## src/rtl/tksl_pkg.sv

```systemverilog
// ----------------------------------------------------------------------------
// tksl_pkg
// Shared types and constants for the top-k smallest sorted list block.
// ----------------------------------------------------------------------------
package tksl_pkg;

  localparam int unsigned MAX_K     = 16;
  localparam int unsigned KEY_WIDTH = 32;

  localparam int unsigned COUNT_W = $clog2(MAX_K + 1);
  localparam int unsigned IDX_W   = (MAX_K > 1) ? $clog2(MAX_K) : 1;

  localparam int unsigned CFG_W      = 7;
  localparam int unsigned PADDR_W    = 3;
  localparam int unsigned PDATA_W    = 32;
  localparam int unsigned IN_DATA_W  = 32;
  localparam int unsigned IN_USER_W  = 3;
  localparam int unsigned OUT_DATA_W = 40;
  localparam int unsigned OUT_USER_W = 2;
  localparam int unsigned POS_W      = 6;

  localparam logic [PADDR_W-1:0] REG_NUM_KEPT = 3'd0;
  localparam logic [CFG_W-1:0]   NUM_KEPT_RST = 7'd16;

  typedef logic [KEY_WIDTH-1:0] key_t;
  typedef logic [COUNT_W-1:0]   count_t;
  typedef logic [IDX_W-1:0]     idx_t;

  typedef enum logic [1:0] {
    MODE_INSERT = 2'd0,
    MODE_READ   = 2'd1,
    MODE_CLEAR  = 2'd2
  } mode_e;

  typedef struct packed {
    logic en;
    logic tail;
  } cell_ctrl_t;

endpackage

```

## src/rtl/tksl_cell.sv

```systemverilog
// ----------------------------------------------------------------------------
// tksl_cell
// One list slot: compares the incoming key with its own entry and keeps,
// loads the new key, or takes the entry of its left neighbor.
// ----------------------------------------------------------------------------
module tksl_cell (
  input  logic              clk_i,
  input  tksl_pkg::cell_ctrl_t ctrl_i,
  input  tksl_pkg::key_t    new_key_i,
  input  logic              new_null_i,
  input  tksl_pkg::key_t    prev_key_i,
  input  logic              prev_null_i,
  input  logic              prev_ge_i,
  output tksl_pkg::key_t    key_o,
  output logic              null_o,
  output logic              lt_o,
  output logic              ge_o
);
  import tksl_pkg::*;

  key_t key_q;
  key_t key_d;
  logic null_q;
  logic null_d;

  assign lt_o = !new_null_i && (null_q || ($signed(new_key_i) < $signed(key_q)));
  assign ge_o = lt_o || ctrl_i.tail;

  always_comb begin
    key_d  = key_q;
    null_d = null_q;
    if (ctrl_i.en && ge_o) begin
      if (prev_ge_i) begin
        key_d  = prev_key_i;
        null_d = prev_null_i;
      end else begin
        key_d  = new_key_i;
        null_d = new_null_i;
      end
    end
  end

  always_ff @(posedge clk_i) begin
    key_q  <= key_d;
    null_q <= null_d;
  end

  assign key_o  = key_q;
  assign null_o = null_q;

endmodule

```

## src/rtl/top_k_smallest_sorted_list_core.sv

```systemverilog
// ----------------------------------------------------------------------------
// top_k_smallest_sorted_list_core
// Keeps the smallest keys seen since the last clear in a chain of cells.
// ----------------------------------------------------------------------------
// Usage: each input transaction carries a key in s_axis_tdata_i and a mode
// and null flag in s_axis_tuser_i. An insert or clear does not block the
// input, and the cell chain compares and shifts all entries in parallel,
// so inserts run at one per cycle while no readout is in progress. A
// readout blocks the input and emits one output transaction per cycle
// while the receiver is ready, one per entry in ascending order with tlast
// on the final one, or a single transaction flagged empty when the list
// holds nothing. An accepted readout moves the sequencer to ST_READ, which
// loads each result into the output register, where it waits until
// m_axis_tready_i is high. The user must write num_kept over the APB port
// only while the block is idle; the block itself does not enforce this.
// Reset empties the list and sets num_kept to 16.
module top_k_smallest_sorted_list_core (
  input  logic                                 clk_i,
  input  logic                                 rst_ni,
  input  logic                                 psel_i,
  input  logic                                 penable_i,
  input  logic                                 pwrite_i,
  input  logic [tksl_pkg::PADDR_W-1:0]         paddr_i,
  input  logic [tksl_pkg::PDATA_W-1:0]         pwdata_i,
  output logic [tksl_pkg::PDATA_W-1:0]         prdata_o,
  output logic                                 pready_o,
  input  logic                                 s_axis_tvalid_i,
  output logic                                 s_axis_tready_o,
  // key
  input  logic [tksl_pkg::IN_DATA_W-1:0]       s_axis_tdata_i,
  // mode [1:0], key_is_null [2]
  input  logic [tksl_pkg::IN_USER_W-1:0]       s_axis_tuser_i,
  output logic                                 m_axis_tvalid_o,
  input  logic                                 m_axis_tready_i,
  // out_key [31:0], out_position [37:32], zero fill [39:38]
  output logic [tksl_pkg::OUT_DATA_W-1:0]      m_axis_tdata_o,
  // out_is_null [0], list_empty [1]
  output logic [tksl_pkg::OUT_USER_W-1:0]      m_axis_tuser_o,
  output logic                                 m_axis_tlast_o
);
  import tksl_pkg::*;

  typedef enum logic {
    ST_IDLE,
    ST_READ
  } state_e;

  state_e     state_q;
  logic [CFG_W-1:0] num_kept_q;
  count_t     count_q;
  count_t     count_d;
  idx_t       idx_q;
  logic       out_valid_q;
  key_t       out_key_q;
  logic [POS_W-1:0] out_pos_q;
  logic       out_null_q;
  logic       out_empty_q;
  logic       out_last_q;

  key_t       cell_key [MAX_K];
  logic       cell_null [MAX_K];
  logic       cell_lt [MAX_K];
  logic       cell_ge [MAX_K];
  cell_ctrl_t cell_ctrl [MAX_K];

  logic       in_fire;
  mode_e      in_mode;
  key_t       in_key;
  logic       in_null;
  count_t     cap;
  logic       has_room;
  count_t     last_cnt;
  logic       lt_last;
  logic       do_insert;
  count_t     fill;
  count_t     tail_cnt;
  logic       cfg_write;
  logic       out_free;
  logic       rd_last;

  // Configuration port
  assign pready_o  = 1'b1;
  assign cfg_write = psel_i && penable_i && pwrite_i && pready_o;
  assign prdata_o  = (paddr_i == REG_NUM_KEPT) ? PDATA_W'(num_kept_q) : '0;

  always_ff @(posedge clk_i or negedge rst_ni) begin
    if (!rst_ni) begin
      num_kept_q <= NUM_KEPT_RST;
    end else if (cfg_write && (paddr_i == REG_NUM_KEPT)) begin
      num_kept_q <= pwdata_i[CFG_W-1:0];
    end
  end

  // Input decode
  assign s_axis_tready_o = (state_q == ST_IDLE);
  assign in_fire = s_axis_tvalid_i && s_axis_tready_o;
  assign in_mode = mode_e'(s_axis_tuser_i[1:0]);
  assign in_null = s_axis_tuser_i[2];
  assign in_key  = in_null ? '0 : KEY_WIDTH'(s_axis_tdata_i);

  always_comb begin
    if (num_kept_q == '0) begin
      cap = count_t'(1);
    end else if (num_kept_q > CFG_W'(MAX_K)) begin
      cap = count_t'(MAX_K);
    end else begin
      cap = num_kept_q[COUNT_W-1:0];
    end
  end

  assign has_room  = (count_q < cap);
  assign last_cnt  = count_q - count_t'(1);
  assign lt_last   = cell_lt[last_cnt[IDX_W-1:0]];
  assign do_insert = in_fire && (in_mode == MODE_INSERT) && (has_room || lt_last);
  assign fill      = has_room ? count_q + count_t'(1) : count_q;
  assign tail_cnt  = fill - count_t'(1);

  always_comb begin
    count_d = count_q;
    if (in_fire) begin
      case (in_mode)
        MODE_INSERT: if (do_insert && has_room) count_d = fill;
        MODE_CLEAR:  count_d = '0;
        default:     count_d = count_q;
      endcase
    end
  end

  always_ff @(posedge clk_i or negedge rst_ni) begin
    if (!rst_ni) begin
      count_q <= '0;
    end else begin
      count_q <= count_d;
    end
  end

  // Cell chain
  for (genvar i = 0; i < MAX_K; i++) begin : g_cell
    assign cell_ctrl[i].en   = do_insert && (count_t'(i) < fill);
    assign cell_ctrl[i].tail = (count_t'(i) == tail_cnt);

    if (i == 0) begin : g_head
      tksl_cell u_cell (
        .clk_i       (clk_i),
        .ctrl_i      (cell_ctrl[i]),
        .new_key_i   (in_key),
        .new_null_i  (in_null),
        .prev_key_i  (in_key),
        .prev_null_i (in_null),
        .prev_ge_i   (1'b0),
        .key_o       (cell_key[i]),
        .null_o      (cell_null[i]),
        .lt_o        (cell_lt[i]),
        .ge_o        (cell_ge[i])
      );
    end else begin : g_body
      tksl_cell u_cell (
        .clk_i       (clk_i),
        .ctrl_i      (cell_ctrl[i]),
        .new_key_i   (in_key),
        .new_null_i  (in_null),
        .prev_key_i  (cell_key[i-1]),
        .prev_null_i (cell_null[i-1]),
        .prev_ge_i   (cell_ge[i-1]),
        .key_o       (cell_key[i]),
        .null_o      (cell_null[i]),
        .lt_o        (cell_lt[i]),
        .ge_o        (cell_ge[i])
      );
    end
  end

  // Readout sequencer and output register
  assign out_free = !out_valid_q || m_axis_tready_i;
  assign rd_last  = ((count_t'(idx_q) + count_t'(1)) == count_q);

  always_ff @(posedge clk_i or negedge rst_ni) begin
    if (!rst_ni) begin
      state_q     <= ST_IDLE;
      idx_q       <= '0;
      out_valid_q <= 1'b0;
      out_key_q   <= '0;
      out_pos_q   <= '0;
      out_null_q  <= 1'b0;
      out_empty_q <= 1'b0;
      out_last_q  <= 1'b0;
    end else begin
      unique case (state_q)
        ST_IDLE: begin
          if (out_valid_q && m_axis_tready_i) begin
            out_valid_q <= 1'b0;
          end
          if (in_fire && (in_mode == MODE_READ)) begin
            state_q <= ST_READ;
            idx_q   <= '0;
          end
        end
        ST_READ: begin
          if (out_free) begin
            out_valid_q <= 1'b1;
            if (count_q == '0) begin
              out_key_q   <= '0;
              out_pos_q   <= '0;
              out_null_q  <= 1'b0;
              out_empty_q <= 1'b1;
              out_last_q  <= 1'b0;
              state_q     <= ST_IDLE;
            end else begin
              out_key_q   <= cell_null[idx_q] ? '0 : cell_key[idx_q];
              out_pos_q   <= POS_W'(idx_q);
              out_null_q  <= cell_null[idx_q];
              out_empty_q <= 1'b0;
              out_last_q  <= rd_last;
              if (rd_last) begin
                state_q <= ST_IDLE;
              end else begin
                idx_q <= idx_q + idx_t'(1);
              end
            end
          end
        end
        default: state_q <= ST_IDLE;
      endcase
    end
  end

  assign m_axis_tvalid_o = out_valid_q;
  assign m_axis_tdata_o  = {2'b00, out_pos_q, 32'(out_key_q)};
  assign m_axis_tuser_o  = {out_empty_q, out_null_q};
  assign m_axis_tlast_o  = out_last_q;

`ifndef NO_ASSERTIONS
  a_count_bound: assert property (@(posedge clk_i) disable iff (!rst_ni)
    count_q <= count_t'(MAX_K))
    else $error("entry count exceeds list depth");

  a_read_blocks_input: assert property (@(posedge clk_i) disable iff (!rst_ni)
    (state_q == ST_READ) |-> !s_axis_tready_o)
    else $error("input accepted during readout");

  a_empty_result: assert property (@(posedge clk_i) disable iff (!rst_ni)
    (out_valid_q && out_empty_q) |-> (!out_last_q && !out_null_q && out_pos_q == '0))
    else $error("empty readout result carries nonzero fields");

  a_count_step: assert property (@(posedge clk_i) disable iff (!rst_ni)
    ##1 (count_q == $past(count_q) || count_q == $past(count_q) + count_t'(1)
         || count_q == '0))
    else $error("entry count changed by more than one");
`endif

endmodule

```

## config.mk

```make
export PLATFORM = sky130hd
export DESIGN_NAME = top_k_smallest_sorted_list_core
export DESIGN_NICKNAME = d
export VERILOG_FILES = /design/src/rtl/tksl_pkg.sv /design/src/rtl/tksl_cell.sv /design/src/rtl/top_k_smallest_sorted_list_core.sv
export SDC_FILE = /design/constraint.sdc
export NUM_CORES = 2
export LEC_CHECK = 0
export BUFFER_PORTS_ARGS = -buffer_cell sky130_fd_sc_hd__buf_2
export CORE_MARGIN = 2
export CORE_UTILIZATION = 42
export DETAILED_ROUTE_END_ITERATION = 8
export GPL_TIMING_DRIVEN = 0
export PLACE_DENSITY = 0.58
export SYNTH_ARGS = -nofsm -noshare
export SYNTH_HDL_FRONTEND = slang
export SYNTH_SLANG_ARGS = --single-unit
```

## constraint.sdc

```tcl
create_clock -name clk_i -period 12.5 [get_ports clk_i]
set_input_delay 2.5 -clock clk_i [delete_from_list [all_inputs] [get_ports clk_i]]
set_output_delay 2.5 -clock clk_i [all_outputs]
set_load 0.005 [all_outputs]
```

# Word-level counts from Yosys, hierarchy flattened
# Cells that the tools add are included.
dict set report classes {
  addsub 5
  n_lt_le_gt_ge 36
  n_eq_ne 24
  muxes 65
  bitwise_logic 3
  reduce_logical 103
}
# operator count
set ops {}
lappend ops {{2-to-1 mux 32 bit} 20}
lappend ops {{less-than comparator 32 bit} 16}
lappend ops {{binary-select mux 32 bit (select 4 bit)} 1}
lappend ops {{logical AND 1 bit} 57}
lappend ops {{equality test 4 x 5 -> 1 bit, first input constant} 8}
lappend ops {{less-than comparator 4 x 5 -> 1 bit, first input constant} 8}
lappend ops {{logical OR 1 bit} 34}
lappend ops {{2-to-1 mux 1 bit} 28}
lappend ops {{equality test 3 x 5 -> 1 bit, first input constant} 4}
lappend ops {{less-than comparator 3 x 5 -> 1 bit, first input constant} 4}
lappend ops {{2-to-1 mux 4 bit} 5}
lappend ops {{2-to-1 mux 5 bit} 4}
lappend ops {{equality test 2 x 5 -> 1 bit, first input constant} 2}
lappend ops {{greater-or-equal comparator 5 bit, second input constant} 2}
lappend ops {{zero test 5 bit} 2}
lappend ops {{less-than comparator 1 x 5 -> 1 bit, first input constant} 2}
lappend ops {{less-than comparator 2 x 5 -> 1 bit, first input constant} 2}
lappend ops {{inverter 4 -> 5 bit} 2}
lappend ops {{one-hot mux 5 bit (2 select lines)} 1}
lappend ops {{binary-select mux 1 bit (select 4 bit)} 2}
lappend ops {{!= test 2 x 1 -> 1 bit, second input constant} 4}
lappend ops {{one-hot mux 4 bit (2 select lines)} 1}
lappend ops {{> comparator 7 x 5 -> 1 bit, second input constant} 1}
lappend ops {{zero test 7 bit} 1}
lappend ops {{21 further kinds} 25}
dict set report word_totals {
  reg_bits 587
  inputBits 77
  out_inout_bits 78
  wordCells 278
}

# Logic depth before layout (Yosys ltp)
dict set report logic_depth {
  depth_word 12
  mapped_depth 17
}

# By module
# From an unflattened synthesis, not the netlist that was laid out.
dict set report unflattened {
  cells_unflattened 3797
  hier_area_um2 43437.9
}
# mod n_inst cells_per_inst area_each_um2
set by_module_without_submodules {}
lappend by_module_without_submodules {tksl_cell 16 198 2235.9}
lappend by_module_without_submodules {top_k_smallest_sorted_list_core 1 629 7663.6}

# Worst setup path before layout
# OpenSTA, ideal clock, no wires.
dict set report synth_timing {
  path_kind {input-to-reg}
  start {input s_axis_tuser_i[2] (netlist name)}
  end {register g_cell[7].g_body.u_cell.key_q[0], enable pin}
  setup_time_ns 0.518
  arrival_ns 9.618
  setup_slack_ns 2.365
  path_stages 15
  path_buffers 3
  path_cell_list {clkbuf_1 clkbuf_1 nor2b_1 clkbuf_1 ha_1 a211oi_1 o211ai_1 o221ai_1 o2111ai_1 or4b_2 a41oi_1 a211oi_1 a211oi_2 a41oi_2 nor4b_1}
}
dict set report synth_between {
  elab_chain_len 11
  elab_cells_between_ends 58
}
# item line_no
set synth_rtl {}
lappend synth_rtl {{start, declared} top_k_smallest_sorted_list_core.sv:32} ;# input logic [tksl_pkg::IN_USER_W-1:0] s_axis_tuser_i,
lappend synth_rtl {{2-to-1 mux 32 bit *} top_k_smallest_sorted_list_core.sv:99} ;# assign in_key = in_null ? '0 : KEY_WIDTH'(s_axis_tdata_i);
lappend synth_rtl {{via g_cell[0].g_head.u_cell.new_key_i[21]} tksl_cell.sv:9} ;# input tksl_pkg::key_t new_key_i,
lappend synth_rtl {{less-than comparator 32 bit} tksl_cell.sv:26} ;# assign lt_o = !new_null_i && (null_q || ($signed(new_key_i) < $signed(key_q)));
lappend synth_rtl {{logical OR 1 bit} tksl_cell.sv:26}
lappend synth_rtl {{logical AND 1 bit} tksl_cell.sv:26}
lappend synth_rtl {{binary-select mux 1 bit (select 4 bit)} top_k_smallest_sorted_list_core.sv:113} ;# assign lt_last = cell_lt[last_cnt[IDX_W-1:0]];
lappend synth_rtl {{2-to-1 mux 1 bit (implied by the code) (2 in series)} top_k_smallest_sorted_list_core.sv:113}
lappend synth_rtl {{logical OR 1 bit} top_k_smallest_sorted_list_core.sv:114} ;# assign do_insert = in_fire && (in_mode == MODE_INSERT) && (has_room || lt_last);
lappend synth_rtl {{logical AND 1 bit} top_k_smallest_sorted_list_core.sv:114}
lappend synth_rtl {{logical AND 1 bit} top_k_smallest_sorted_list_core.sv:139} ;# assign cell_ctrl[i].en = do_insert && (count_t'(i) < fill);
lappend synth_rtl {{logical AND 1 bit *} tksl_cell.sv:32} ;# if (ctrl_i.en && ge_o) begin
lappend synth_rtl {{end signal, assigned} tksl_cell.sv:44} ;# key_q <= key_d;
lappend synth_rtl {{end, declared} tksl_cell.sv:21} ;# key_t key_q;
# Mark *: on every way through the listed nets, which the timed path passes. The rest lies on a longest branch. The select of a mux whose other input is x is not followed.
# A chain may end at the register's enable or synchronous reset.

# Worst setup path after layout
dict set report layout_timing {
  start {input s_axis_tuser_i[2] (netlist name)}
  end {register g_cell[1].g_body.u_cell.key_q[17], enable pin}
}
dict set report layout_between {
  elab_chain_len 11
  elab_cells_between_ends 58
}
# item line_no
set layout_rtl {}
lappend layout_rtl {{2-to-1 mux 32 bit *} top_k_smallest_sorted_list_core.sv:99}
lappend layout_rtl {{via g_cell[0].g_head.u_cell.new_key_i[1]} tksl_cell.sv:9}
lappend layout_rtl {{less-than comparator 32 bit} tksl_cell.sv:26}
lappend layout_rtl {{logical OR 1 bit} tksl_cell.sv:26}
lappend layout_rtl {{logical AND 1 bit} tksl_cell.sv:26}
lappend layout_rtl {{binary-select mux 1 bit (select 4 bit)} top_k_smallest_sorted_list_core.sv:113}
lappend layout_rtl {{2-to-1 mux 1 bit (implied by the code) (2 in series)} top_k_smallest_sorted_list_core.sv:113}
lappend layout_rtl {{logical OR 1 bit} top_k_smallest_sorted_list_core.sv:114}
lappend layout_rtl {{logical AND 1 bit} top_k_smallest_sorted_list_core.sv:114}
lappend layout_rtl {{logical AND 1 bit} top_k_smallest_sorted_list_core.sv:139}
lappend layout_rtl {{logical AND 1 bit *} tksl_cell.sv:32}
lappend layout_rtl {{end signal, assigned} tksl_cell.sv:44}
lappend layout_rtl {{end, declared} tksl_cell.sv:21}
# Marks and branches as above.

==> impl_metrics.ini <==
[detailed_routing]
vias = 32560
dr.pass1.iters = 6
drcViolationCount = 0
wirelength_um = 158500
post_drt_wl_per_cell_um = 29.72
viasPerCell = 6.106
drt_iter0_drc = 3743
drtAntennaViolNets = 0

[yosys]
synthMuxAreaShare_pct = 19.12
syn_area_mm2 = 0.04213
yosysWarningCount = 0
syn_inst = 3730
synth_compound_area_share_pct = 9.928
synth_edf_count = 528
ys.flop_type = edfxtp_1
synthSimpleGateAreaFrac_pct = 7.780
synth_adder_area_share_pct = 14.54
synth_top_area_share_pct = 37.63
synth_cell_types = 93
synth_area_per_cell_um2 = 11.30
ys_seq_area_share_pct = 41.02
netlist_top_cells_area = edfxtp_1 38%, ha_1 14%, mux2_2 9.9%, mux4_2 8.8%, inv_1 4.9%
synth-seq-cells = 585
yosysTopAreaCell = edfxtp_1
synth_top_family_by_area = multiplexers
synthArstFlopShare_pct = 9.744
synth_xor_area_share_pct = 0.3356

[run]
drv_cap = 1

[finish]
design_area_mm2 = 0.04743
antennaDiodeCount = 0
mostFrequentLayoutCells = 548 x inv_1, 528 x edfxtp_1, 488 x ha_1
layout.nets = 4544
final_common_cell = inv_1
syn2layout_area_growth_pct = 12.58
stdcell_count = 5333
drive_above_1_share_pct = 23.64

[grt]
grt_pass1_vias = 31600
grt_max_degree = 38
overflow = 0
antenna_found_initial = 5
grt_pass1_wl_um = 225600
grt_usage_pct = 30.67

[floorplan]
start_util_pct = 42.26
pin_count = 155
num_rows = 116
die_h_um = 320.7
fp.coreArea_mm2 = 0.09971
die-width_um = 320.7
die_area_mm2 = 0.1029

[placement]
place_hpwl_um = 120500
dp_cells = 5201
place_area_mm2 = 0.04512
place.port_buffers = 99
gp_routability_congestion = 0.9804

[power]
vdd_ir_drop_max_mv = 0.1064
p_leak_nw = 20.37
p_per_area_mw_per_mm2 = 137.7

[worst_setup_path]
reg2reg_to = g_cell[1].g_body.u_cell.key_o[17]
r2r_slack_ns = 4.86
path_max_fanout = 26
cp-endpoint = g_cell[1].g_body.u_cell.key_o[17]
crit_path_start = s_axis_tuser_i[2]
required_ns = 12.84
cp-end-kind = register
critPathArrivalTime_ns = 12.41
cp-start-kind = input port
rr_startpoint = g_cell[1].g_body.u_cell.key_o[1]
ff2ff_path_depth = 14
path_class = in2reg

[clock_network]
cts-root-buf = clkbuf_16
cts_hold_buffers = 0
h-tree-depth = 3
cts.sinks = 585
cts_tree = built
path_clk_slew_ns = 0.06
clk_path_buf_depth = 3
insertion_delay_ns = 0.65
post_cts_buffers = 0
ctsResizeCount = 0
cts_buffers = 74

[timing]
fin_crit_ns = 12.07
setup_tns_ns = 0
fin_skew_ns = 0.02722
finalCritPeriodShare_pct = 96.57
max_freq_mhz = 82.84
maxSlewViolCount = 2
slew_headroom_pct = -13.89
max_slew.worst_pin.slew_ns = 1.693
rsz0062_at_grt = no
hold_viol_final = 0
finalSetupViolCount = 0

[status]
status = finished, violations left
violations = capacitance limit, slew limit

[min_path]
hold_path_class = reg2reg
==> per-stage QoR <==
| step | power (mW) | utilization (%) | hold WS (ns) | setup slack [ns] |
|---|---|---|---|---|
| finish | 6.530 | 47.57 | 0.4730 | 0.4283 |
| global route | 6.731 | 47.57 | 0.5019 | 0.9756 |
| CTS | 6.521 | 47.56 | 0.4788 | 1.169 |
| detailed placement | 4.407 | 45.25 | 0.4662 | 0.5169 |
| global placement | 4.363 | 44.49 | 0.4592 | -6.436 |
| floorplan | 3.631 | - | 0.4733 | 2.365 |
==> metal layers <==
layer	routed length, um	vias to the layer above	global-route usage (%)	share of wire, %
met5	43	-	0	0.027
met4	8656	6	14.72	5.5
met3	13740	338	5.443	8.7
met2	72450	1597	48.97	46
met1	63610	16380	40.37	40
li1	-	14240	-	-
==> sequential cells by signal, indices dropped and copies added (netlist names), 4 cells and up <==
| signal | flops |
|---|---|
| g_cell.g_body.u_cell.null_o | 15 |
| count_q | 5 |
| out_pos_q | 4 |
| out_key_q | 32 |
| g_cell.g_head.u_cell.key_o | 32 |
| idx_q | 4 |
| num_kept_q | 7 |
| g_cell.g_body.u_cell.key_o | 480 |
==> logic make-up (layout without fill, tap and decap cells) <==
kind of cell | Yosys count | after routing
simple gates | 686 | 686
xor+xnor | 14 | 14
mux | 551 | 551
other cells | 2 | 30
fa+ha+maj | 490 | 490
flops | 585 | 585
compound gates | 661 | 661
buf+inv | 741 | 1018
==> Yosys cell counts (all sizes together) (5+ instances only) <==
master,n
inv,549
edfxtp,528
ha,488
mux2,379
nand2,296
o21ai,230
mux4,165
a21oi,156
nor2,110
buf,105
clkbuf,87
nand4,71
a21o,63
dfrtp,56
nor2b,42
nand3,41
a211oi,37
nor3,34
o211ai,23
nand2b,20
a31oi,16
o22ai,15
a221oi,14
o21a,13
and3,12
a2111oi,11
nor4,11
and2,10
o31ai,9
a21boi,8
o221ai,8
a22o,7
mux2i,7
nor3b,7
xnor2,7
xor2,7
and4,6
a211o,5
o2111ai,5
o21bai,5
or3,5
==> area by class of cell <==
cell class / instances / area [um2]
plain buffers: 192 / 1040
clock buffers: 97 / 1999
clock inverters: 35 / 304.0
fillers: 9265 / 52280
inverters: 549 / 2061
multi-input cells: 2432 / 22010
flip-flops and latches: 585 / 17280
well taps: 1298 / 1624
repair buffers: 145 / 1109
==> power breakdown <==
part / switching [mW] / leakage, nW / internal [mW]
Sequential: 0.0502 / 5.56 / 2.26
Clock: 0.903 / 1.13 / 1.23
Combinational: 1.26 / 13.7 / 0.830
Total: 2.22 / 20.4 / 4.31
==> worst max-delay path: stages <==
cell and delay (ns):
buf_2 0.30, clkbuf_1 0.51, clkbuf_1 0.91, nor2b_1 0.38
clkbuf_1 0.64, ha_1 0.51, a21boi_0 0.14, o311ai_1 1.00
a211o_1 0.35, a2111oi_1 0.22, nor4_1 1.35, xor2_1 0.44
nor2b_1 0.29, o21ai_2 0.76, buf_2 0.60, nor3b_2 0.97
buf_6 0.29, buf_6 0.19
==> worst min path at each step <==
| stage | slack [ns] | cells past startpoint | from | end |
|---|---|---|---|---|
| 6_report | 0.47 | 2 | out_key_q[9] | out_key_q[9] |
| 5_1_grt | 0.50 | 2 | out_key_q[13] | out_key_q[13] |
| 3_5_place_dp | 0.47 | 2 | out_key_q[16] | out_key_q[16] |
| 2_1_floorplan | 0.47 | 2 | out_key_q[0] | out_key_q[0] |
| 4_1_cts | 0.48 | 2 | out_key_q[16] | out_key_q[16] |
| 3_3_place_gp | 0.46 | 2 | out_key_q[14] | out_key_q[14] |
Note: power is estimated with default switching activity, not from simulation.
